`src/rtl/core/skr_pkg.sv`:
```
// ----------------------------------------------------------------------------
// skr_pkg
// Shared types and constants for the six-key rollover report buffer.
// ----------------------------------------------------------------------------
`default_nettype none

package skr_pkg;

  // Key list depth default and the fixed width of the report
  localparam int unsigned SlotsDefault = 6;
  localparam int unsigned ReportKeys   = 6;
  localparam int unsigned KeyW         = 8;
  localparam int unsigned CmdW         = 2;
  localparam int unsigned HeldW        = 3;

  // Command codes; code 3 is unused and leaves the state alone
  typedef enum logic [CmdW-1:0] {
    CmdPress   = 2'd0,
    CmdRelease = 2'd1,
    CmdPoll    = 2'd2
  } cmd_e;

  // One input item
  typedef struct packed {
    logic [CmdW-1:0] cmd;
    logic [KeyW-1:0] key_code;
    logic            host_ready;
  } key_item_t;

  // One result item
  typedef struct packed {
    logic             report_sent;
    logic [KeyW-1:0]  slot_0;
    logic [KeyW-1:0]  slot_1;
    logic [KeyW-1:0]  slot_2;
    logic [KeyW-1:0]  slot_3;
    logic [KeyW-1:0]  slot_4;
    logic [KeyW-1:0]  slot_5;
    logic [HeldW-1:0] held_count;
    logic             pending_change;
  } key_report_t;

  // Status from the update logic
  typedef struct packed {
    logic sent;
    logic changed;
  } upd_flags_t;

endpackage

`default_nettype wire

```
`src/rtl/core/skr_in_stage.sv`:
```
// ----------------------------------------------------------------------------
// skr_in_stage
// Input register: holds one accepted item until the update stage takes it.
// ----------------------------------------------------------------------------
`default_nettype none

module skr_in_stage (
  input  logic              clk_i,
  input  logic              rst_ni,
  input  logic              in_valid_i,
  output logic              in_ready_o,
  input  skr_pkg::key_item_t in_item_i,
  input  logic              take_i,
  output logic              valid_o,
  output skr_pkg::key_item_t item_o
);

  logic               vld_q, vld_d;
  skr_pkg::key_item_t item_q;

  // Free when empty or when the held item leaves this cycle
  assign in_ready_o = !vld_q || take_i;

  always_comb begin
    vld_d = vld_q;
    if (in_valid_i && in_ready_o) begin
      vld_d = 1'b1;
    end else if (take_i) begin
      vld_d = 1'b0;
    end
  end

  always_ff @(posedge clk_i or negedge rst_ni) begin
    if (!rst_ni) begin
      vld_q <= 1'b0;
    end else begin
      vld_q <= vld_d;
    end
  end

  // Payload, no reset
  always_ff @(posedge clk_i) begin
    if (in_valid_i && in_ready_o) begin
      item_q <= in_item_i;
    end
  end

  assign valid_o = vld_q;
  assign item_o  = item_q;

endmodule

`default_nettype wire

```
`src/rtl/core/skr_update.sv`:
```
// ----------------------------------------------------------------------------
// skr_update
// Next-state logic of the key list: press, release with shift-down, poll.
// ----------------------------------------------------------------------------
`default_nettype none

module skr_update #(
  parameter int unsigned Slots = skr_pkg::SlotsDefault,
  localparam int unsigned CntW = $clog2(Slots + 1)
) (
  input  skr_pkg::key_item_t       item_i,
  input  logic [skr_pkg::KeyW-1:0] slots_i [Slots],
  input  logic [CntW-1:0]          count_i,
  input  logic                     flag_i,
  output logic [skr_pkg::KeyW-1:0] slots_o [Slots],
  output logic [CntW-1:0]          count_o,
  output skr_pkg::upd_flags_t      flags_o
);

  localparam int unsigned KeyW = skr_pkg::KeyW;

  logic [Slots-1:0]          match;
  logic [Slots-1:0]          shift_en;
  logic [(Slots+1)*KeyW-1:0] flat;
  logic                      hit;
  logic                      nonzero;
  logic                      full;

  // Compare against all held slots; entries past the count are zero
  always_comb begin
    nonzero = item_i.key_code != '0;
    flat    = '0;
    for (int i = 0; i < Slots; i++) begin
      match[i]              = (slots_i[i] == item_i.key_code) && (CntW'(i) < count_i);
      flat[i*KeyW +: KeyW]  = slots_i[i];
    end
    hit = |match;
    // Everything from the first match upward moves down one place
    shift_en[0] = match[0];
    for (int i = 1; i < Slots; i++) begin
      shift_en[i] = shift_en[i-1] | match[i];
    end
    full = count_i == CntW'(Slots);
  end

  // Apply the command
  always_comb begin
    slots_o         = slots_i;
    count_o         = count_i;
    flags_o.sent    = 1'b0;
    flags_o.changed = flag_i;
    case (item_i.cmd)
      skr_pkg::CmdPress: begin
        if (nonzero && !hit && !full) begin
          for (int i = 0; i < Slots; i++) begin
            if (count_i == CntW'(i)) begin
              slots_o[i] = item_i.key_code;
            end
          end
          count_o         = count_i + CntW'(1);
          flags_o.changed = 1'b1;
        end
      end
      skr_pkg::CmdRelease: begin
        if (nonzero && hit) begin
          // Slot above the top is zero, so the freed slot zero-fills
          for (int i = 0; i < Slots; i++) begin
            if (shift_en[i]) begin
              slots_o[i] = flat[(i+1)*KeyW +: KeyW];
            end
          end
          count_o         = count_i - CntW'(1);
          flags_o.changed = 1'b1;
        end
      end
      skr_pkg::CmdPoll: begin
        if (flag_i && item_i.host_ready) begin
          flags_o.sent    = 1'b1;
          flags_o.changed = 1'b0;
        end
      end
      default: begin
      end
    endcase
  end

endmodule

`default_nettype wire

```
`src/rtl/core/six_key_rollover_report_buffer.sv`:
```
// ----------------------------------------------------------------------------
// six_key_rollover_report_buffer
// Ordered list of held keycodes with a change flag, built as a keyboard
// report on every item.
// ----------------------------------------------------------------------------
//  channel | direction | handshake                 | payload
//  in      | input     | in_valid_i / in_ready_o   | in_item_i  (key_item_t)
//  out     | output    | out_valid_o / out_ready_i | out_item_o (key_report_t)
//
//  One item per cycle sustained while results are taken; an accepted item
//  passes the input register, then the result register. The key list, count
//  and flag are updated in one pass of the compare and shift logic per item.
//  Reset clears the list, count, flag and both valid bits; no clearing pass.
//  A stalled result holds the input register; input is taken again as soon
//  as the result is taken.
// ----------------------------------------------------------------------------
`default_nettype none

module six_key_rollover_report_buffer #(
  parameter int unsigned Slots = skr_pkg::SlotsDefault
) (
  input  logic                 clk_i,
  input  logic                 rst_ni,
  input  logic                 in_valid_i,
  output logic                 in_ready_o,
  input  skr_pkg::key_item_t   in_item_i,
  output logic                 out_valid_o,
  input  logic                 out_ready_i,
  output skr_pkg::key_report_t out_item_o
);

  localparam int unsigned CntW       = $clog2(Slots + 1);
  localparam int unsigned KeyW       = skr_pkg::KeyW;
  localparam int unsigned ReportKeys = skr_pkg::ReportKeys;

  logic                 stage_vld;
  skr_pkg::key_item_t   stage_item;
  logic                 advance;

  logic [KeyW-1:0]      slots_q [Slots];
  logic [KeyW-1:0]      slots_d [Slots];
  logic [CntW-1:0]      count_q, count_d;
  logic                 flag_q;
  skr_pkg::upd_flags_t  upd;

  logic [KeyW-1:0]      rep_key [ReportKeys];
  logic [CntW+2:0]      cnt_ext;
  skr_pkg::key_report_t out_q, out_d;
  logic                 out_vld_q, out_vld_d;

  // Result register free or draining
  assign advance = stage_vld && (!out_vld_q || out_ready_i);

  skr_in_stage u_in_stage (
    .clk_i      (clk_i),
    .rst_ni     (rst_ni),
    .in_valid_i (in_valid_i),
    .in_ready_o (in_ready_o),
    .in_item_i  (in_item_i),
    .take_i     (advance),
    .valid_o    (stage_vld),
    .item_o     (stage_item)
  );

  skr_update #(
    .Slots (Slots)
  ) u_update (
    .item_i  (stage_item),
    .slots_i (slots_q),
    .count_i (count_q),
    .flag_i  (flag_q),
    .slots_o (slots_d),
    .count_o (count_d),
    .flags_o (upd)
  );

  // Key list state
  always_ff @(posedge clk_i or negedge rst_ni) begin
    if (!rst_ni) begin
      for (int i = 0; i < Slots; i++) begin
        slots_q[i] <= '0;
      end
      count_q <= '0;
      flag_q  <= 1'b0;
    end else if (advance) begin
      slots_q <= slots_d;
      count_q <= count_d;
      flag_q  <= upd.changed;
    end
  end

  // Report slots; missing slots read as zero
  for (genvar g = 0; g < ReportKeys; g++) begin : g_rep
    if (g < Slots) begin : g_live
      assign rep_key[g] = slots_d[g];
    end else begin : g_pad
      assign rep_key[g] = '0;
    end
  end

  assign cnt_ext = {3'b000, count_d};

  always_comb begin
    out_d.report_sent    = upd.sent;
    out_d.slot_0         = rep_key[0];
    out_d.slot_1         = rep_key[1];
    out_d.slot_2         = rep_key[2];
    out_d.slot_3         = rep_key[3];
    out_d.slot_4         = rep_key[4];
    out_d.slot_5         = rep_key[5];
    out_d.held_count     = cnt_ext[2:0];
    out_d.pending_change = upd.changed;
  end

  // Result register
  always_comb begin
    out_vld_d = out_vld_q;
    if (advance) begin
      out_vld_d = 1'b1;
    end else if (out_ready_i) begin
      out_vld_d = 1'b0;
    end
  end

  always_ff @(posedge clk_i or negedge rst_ni) begin
    if (!rst_ni) begin
      out_vld_q <= 1'b0;
    end else begin
      out_vld_q <= out_vld_d;
    end
  end

  always_ff @(posedge clk_i) begin
    if (advance) begin
      out_q <= out_d;
    end
  end

  assign out_valid_o = out_vld_q;
  assign out_item_o  = out_q;

  // Checks
  a_sent_clears_flag: assert property (@(posedge clk_i) disable iff (!rst_ni)
    advance && upd.sent |=> !flag_q)
    else $error("flag still set after a sent report");

  a_count_bound: assert property (@(posedge clk_i) disable iff (!rst_ni)
    count_q <= CntW'(Slots))
    else $error("held count above list depth");

  a_state_holds: assert property (@(posedge clk_i) disable iff (!rst_ni)
    !advance |=> $stable(count_q) && $stable(flag_q))
    else $error("list state moved without an item");

  a_sent_not_pending: assert property (@(posedge clk_i) disable iff (!rst_ni)
    out_valid_o |-> !(out_item_o.report_sent && out_item_o.pending_change))
    else $error("report sent while change still pending");

endmodule

`default_nettype wire

```
`config.mk`:
```
export PLATFORM = sky130hd
export DESIGN_NAME = six_key_rollover_report_buffer
export DESIGN_NICKNAME = d
export VERILOG_FILES = /design/src/rtl/core/skr_pkg.sv /design/src/rtl/core/skr_in_stage.sv /design/src/rtl/core/skr_update.sv /design/src/rtl/core/six_key_rollover_report_buffer.sv
export SDC_FILE = /design/constraint.sdc
export NUM_CORES = 1
export LEC_CHECK = 0
export ABC_AREA = 0
export BUFFER_PORTS_ARGS = -buffer_cell sky130_fd_sc_hd__buf_2
export CORE_ASPECT_RATIO = 1.25
export CORE_MARGIN = 8
export CORE_UTILIZATION = 60
export CTS_CLUSTER_SIZE = 28
export DETAILED_ROUTE_END_ITERATION = 12
export PLACE_DENSITY = 0.86
export SLEW_MARGIN = 20
export SYNTH_ARGS = -nofsm -noshare
export SYNTH_HDL_FRONTEND = slang
export SYNTH_SLANG_ARGS = --single-unit
```
`constraint.sdc`:
```
create_clock -name clk_i -period 8.6 [get_ports clk_i]
set_clock_uncertainty 0.15 [all_clocks]
set_input_delay 0.86 -clock clk_i [delete_from_list [all_inputs] [get_ports clk_i]]
set_output_delay 0.86 -clock clk_i [all_outputs]
set_load 0.01 [all_outputs]
```
; Word level (Yosys, flattened, before mapping)
; Cells that the tools add are included.
[classes]
order_cmp = 6
eq_ne = 14
n_reduce_logical = 24
n_bitwise = 5
n_mux = 26
addsub = 2
[ops]
columns = op, count
row1 = $mux W48, 2
row2 = $mux W8, 12
row3 = $pmux W48 S2, 1
row4 = $eq A8 B8 Y1, 6
row5 = $logic_and A1 B1 Y1, 12
row6 = $eq A3 B3 Y1 const B, 3
row7 = $reduce_bool A8 Y1, 1
row8 = $eq A3 B2 Y1 const B, 2
row9 = $lt A1 B3 Y1 const A, 2
row10 = $lt A2 B3 Y1 const A, 2
row11 = $lt A3 B3 Y1 const A, 2
row12 = $mux W1, 6
row13 = $mux W3, 2
row14 = $pmux W3 S2, 1
row15 = $reduce_or A6 Y1, 1
row16 = $or A1 B1 Y1, 5
row17 = $logic_not A1 Y1, 4
row18 = $reduce_bool A2 Y1, 2
row19 = $add A3 B1 Y3 const B, 1
row20 = $eq A3 B1 Y1 const B, 1
row21 = $logic_not A3 Y1, 1
row22 = $pmux W1 S3, 1
row23 = $sub A3 B1 Y3 const B, 1
row24 = $eq A2 B1 Y1 const B, 1
row25 = other kinds (4), 5
[word_totals]
output_inout_bits = 55
reg_bits = 118

; Depth between registers and ports, before layout
[depth]
depth_word = 10
ltp_mapped = 11
depth_no_buf = 8

; Modules after synthesis
; Synthesis repeated with hierarchy kept, for this count alone.
[hier_totals]
hier_cells = 516
area_unflattened_um2 = 6546.3
[by_module_without_submodules]
columns = module, instances, area_per_inst_um2, cells_each
row1 = six_key_rollover_report_buffer, 1, 3778.6, 167
row2 = skr_update, 1, 2383.5, 334
row3 = skr_in_stage, 1, 384.1, 15

; Worst setup path after synthesis
; Ideal clock, no wire load.
[synth_timing]
kind = in2reg
from = input port out_ready_i
to = register count_q[0]
t_required_ps = 8319
stages = 6
t_arrival_ps = 3522
path_buffers = 1
setup_slack_ps = 4797
cell_sequence = nand2b_1 -> nand2_1 -> inv_2 -> buf_1 -> o21ai_0 -> xnor2_1
[synth_via]
elab_chain_cells = 2
[synth_rtl]
columns = item, line_no
row1 = "start, declared", six_key_rollover_report_buffer.sv:28  ; input logic out_ready_i,
row2 = $logic_or A1 B1 Y1, six_key_rollover_report_buffer.sv:52  ; assign advance = stage_vld && (!out_vld_q || out_ready_i);
row3 = $logic_and A1 B1 Y1, six_key_rollover_report_buffer.sv:52
row4 = net advance, six_key_rollover_report_buffer.sv:38  ; logic advance;
row5 = "end signal, assigned", six_key_rollover_report_buffer.sv:87  ; count_q <= count_d;
row6 = "end, declared", six_key_rollover_report_buffer.sv:42  ; logic [CntW-1:0] count_q, count_d;
; The timed path passes the listed nets, and every way through them passes these cells.
; A chain may end at the register's enable or synchronous reset.

==> results by group <==
Synthesis
  • Synth Register Bits: 118
  • Post-synthesis sequential area ratio: 47.2%
  • Cell Area, Synth: 6940 sq um
  • Synth Flop Type: edfxtp_1
  • Avg Cell Area, Syn: 10.6 sq um
  • Cells after Synth: 654
  • Area leader, netlist: edfxtp_1
  • Syn nets: 674
  • Top-count cell post-synth: edfxtp_1
  • Synth cell types: 67
  • Post-synth EDFFs: 64
  • Synth area leaders: edfxtp_1, dfrtp_1, xnor2_1
  • Top cell type's share of synthesized area: 27.7%
  • Syn. warnings: 0
  • Top cells by count, synth: edfxtp_1, nand2_1, dfrtp_1
  • FFs w/ async S/R, synth: 45.8%

Timing
  • Max Clock Freq: 0.273 GHz
  • Setup-failing EPs final: 0
  • Worst slew pin tran: 1070 ps
  • Pins over their slew limit: 0
  • Final hold vios: 0
  • Min Tclk post-route: 3670 ps
  • RSZ-0062 raised after global routing: false
  • Final worst-path cycle share: 42.7%
  • TNS Setup: 0 ps
  • Slew Limit Headroom: 27.7%

Hold path
  • Worst min path class: reg -> reg
  • Hold depth: 1
  • Hold EP: out_valid_o$_DFFE_PN0P_
  • Worst Hold Launch: u_in_stage.valid_o$_DFFE_PN0P_

Clocking
  • # hold bufs at CTS: 0
  • Clk root buf: clkbuf_16
  • CTS tree: built
  • CTS max path bufs: 2
  • Clock slew at reported path FFs: 50 ps
  • Clk_lat worst skew: 430 ps
  • Post-CTS setup buffers: 0
  • Number of CTS-inserted buffers: 17
  • Post-cts resize count: 0
  • Clk sink count: 118
  • Htree depth: 4

Global route
  • Antenna violations before repair: 0
  • Largest net degree at the start of global routing: 80
  • Grt ovf: 0
  • Vias in the first global route: 5754
  • First-pass GRT wire length: 31300 um
  • GRT Total Usage: 25.9%

Routing
  • WL/cell: 23.0 um
  • Pre-Repair DR Iteration Count: 6
  • Vias per std cell: 6.93
  • Routed Antenna Nets: 0
  • Initial drt markers: 781
  • Drt total wl: 19200 um
  • Vias: 5797
  • DRC Markers: 0

Worst setup path
  • CP Class: reg -> reg
  • Critical Path Start: u_in_stage.item_o[5]$_DFFE_PP_
  • Worst Setup Start Kind: register
  • CP required: 8580 ps
  • Worst EP arrival: 3650 ps
  • R2R cell count: 7
  • R2r endpoint: out_item_o[17]$_DFFE_PP_
  • CP endpoint kind: register
  • Origin of the critical flop-to-flop path: u_in_stage.item_o[5]$_DFFE_PP_
  • Reg2reg setup slack: 4930 ps
  • CP Max Fanout: 17

Placement
  • HPWL after DPL: 12500 um
  • RePlAce Congestion: 0.949
  • PortBufs: 69

Floorplanning
  • I/O pins: 70
  • Initial Util: 60.6%
  • DIE AREA: 15300 sq um
  • Die Y: 136 um
  • Die outline width: 112 um
  • Core box area: 11500 sq um
  • Rows: 44

Outcome
  • Status: finished, final reports clean

Cells and area
  • Nets: 706
  • Final Util: 67.4%
  • Area growth, synth to finish: 11.2%
  • Ant. Diodes: 0
  • Ratio of cells with drive above 1 in the final layout: 18.7%

Flow run
  • Max-Cap Viols: 0

Pwr
  • Power per Cell Area: 313 nW/um^2
  • Maximum VDD drop: 0.167 mV
  • Static leakage: 0.00305 uW
flip-flops by register name, indices dropped and copies added, names as in the netlist:
name	flops
u_in_stage.valid_o	1
slots_q	48
count_q	3
u_in_stage.item_o	11
out_item_o	53
out_valid_o	1
flag_q	1
kinds of logic after synthesis:
kind of cell	count (synthesis)	share of synthesized area, %
AO/OA/AOI/OAI	176	19.8
XOR/XNOR	52	6.56
adder cells (fa/ha/maj)	5	0.901
buffers and inverters	81	5.48
flip-flops	118	47.2
multiplexers	34	5.10
AND/OR/NAND/NOR	188	15.0
layout make-up:
| class | instances | area, sq um |
|---|---|---|
| fillers | 861 | 3730 |
| multi-input cells | 455 | 3290 |
| flip-flops and latches | 118 | 3270 |
| clock buffers | 21 | 440 |
| repair buffers | 74 | 383 |
| well taps | 138 | 173 |
| clock inverters | 11 | 85.1 |
| inverters | 20 | 75.1 |
cells in the final DEF, fill, tap and decap left out, types with 4 or more instances in the layout:
cell | Yosys | routed
nor2_1 | 10 | 10
edfxtp_1 | 64 | 64
buf_2 | 15 | 69
or4_1 | 4 | 4
a22oi_1 | 20 | 20
a21o_1 | 9 | 9
nand3_1 | 15 | 15
a22o_1 | 15 | 15
xnor2_1 | 36 | 36
mux2_2 | 11 | 11
clkbuf_1 | 32 | 4
clkbuf_16 | 0 | 17
nor4b_1 | 7 | 7
a21oi_1 | 12 | 12
nand2b_1 | 6 | 6
a221o_1 | 28 | 28
inv_1 | 19 | 19
nor4_1 | 5 | 5
xor2_1 | 16 | 16
o41ai_1 | 7 | 7
nand4_1 | 9 | 9
clkinv_2 | 0 | 5
and2_1 | 31 | 31
o2bb2ai_1 | 5 | 5
a211o_1 | 5 | 5
mux2i_1 | 23 | 23
a221oi_1 | 4 | 4
nor3_1 | 11 | 11
o21ai_0 | 30 | 30
buf_4 | 5 | 5
and3_1 | 12 | 12
nand2_1 | 60 | 60
dfrtp_1 | 54 | 54
a31oi_1 | 4 | 4
a32oi_1 | 8 | 8
o211ai_1 | 5 | 5
o21bai_1 | 5 | 5
ha_1 | 5 | 5
power breakdown:
part           internal (uW)  switching (uW)  total, uW  leakage (uW)
sequential               796             231       1030       0.00124
clock                    391             252        643      0.000251
combinational            356             392        748       0.00156
worst max-delay path, cell delays in order (launching register included):
cell and delay (ps):
edfxtp_1 930, xnor2_1 180, nand4_1 140, or3_4 160, and2_1 500, and4_1 920
mux2i_1 270, o21ai_0 120
metal layers:
layer / vias up / track usage (%) / share of wire (%)
met5: - / 0 / 0
met4: 0 / 13.4 / 4.5
met3: 78 / 7.33 / 11
met2: 442 / 40.3 / 46
met1: 2748 / 32.5 / 38
li1: 2529 / - / -
worst max path at each step:
stage	to	cells past startpoint
floorplan	count_q[0]$_DFFE_PN0P_	6
global placement	slots_q[35]$_DFFE_PN0P_	9
detailed placement	slots_q[35]$_DFFE_PN0P_	9
CTS	out_item_o[17]$_DFFE_PP_	7
global route	out_item_o[15]$_DFFE_PP_	7
finish	out_item_o[17]$_DFFE_PP_	7
per-stage QoR:
step                cell area (sq um)  cells  power [uW]  worst slack (ps)  hold WS [ps]
finish                           7720    837        2420              4930           404
global route                     7720    837        2530              4740           420
CTS                              7720    837        2400              5000           411
detailed placement               7190    805        1750              4970           393
global placement                 7190    805        1720              5140           355
floorplan                        6940    654        1530              4800           322
(Power assumes the default switching activity.)
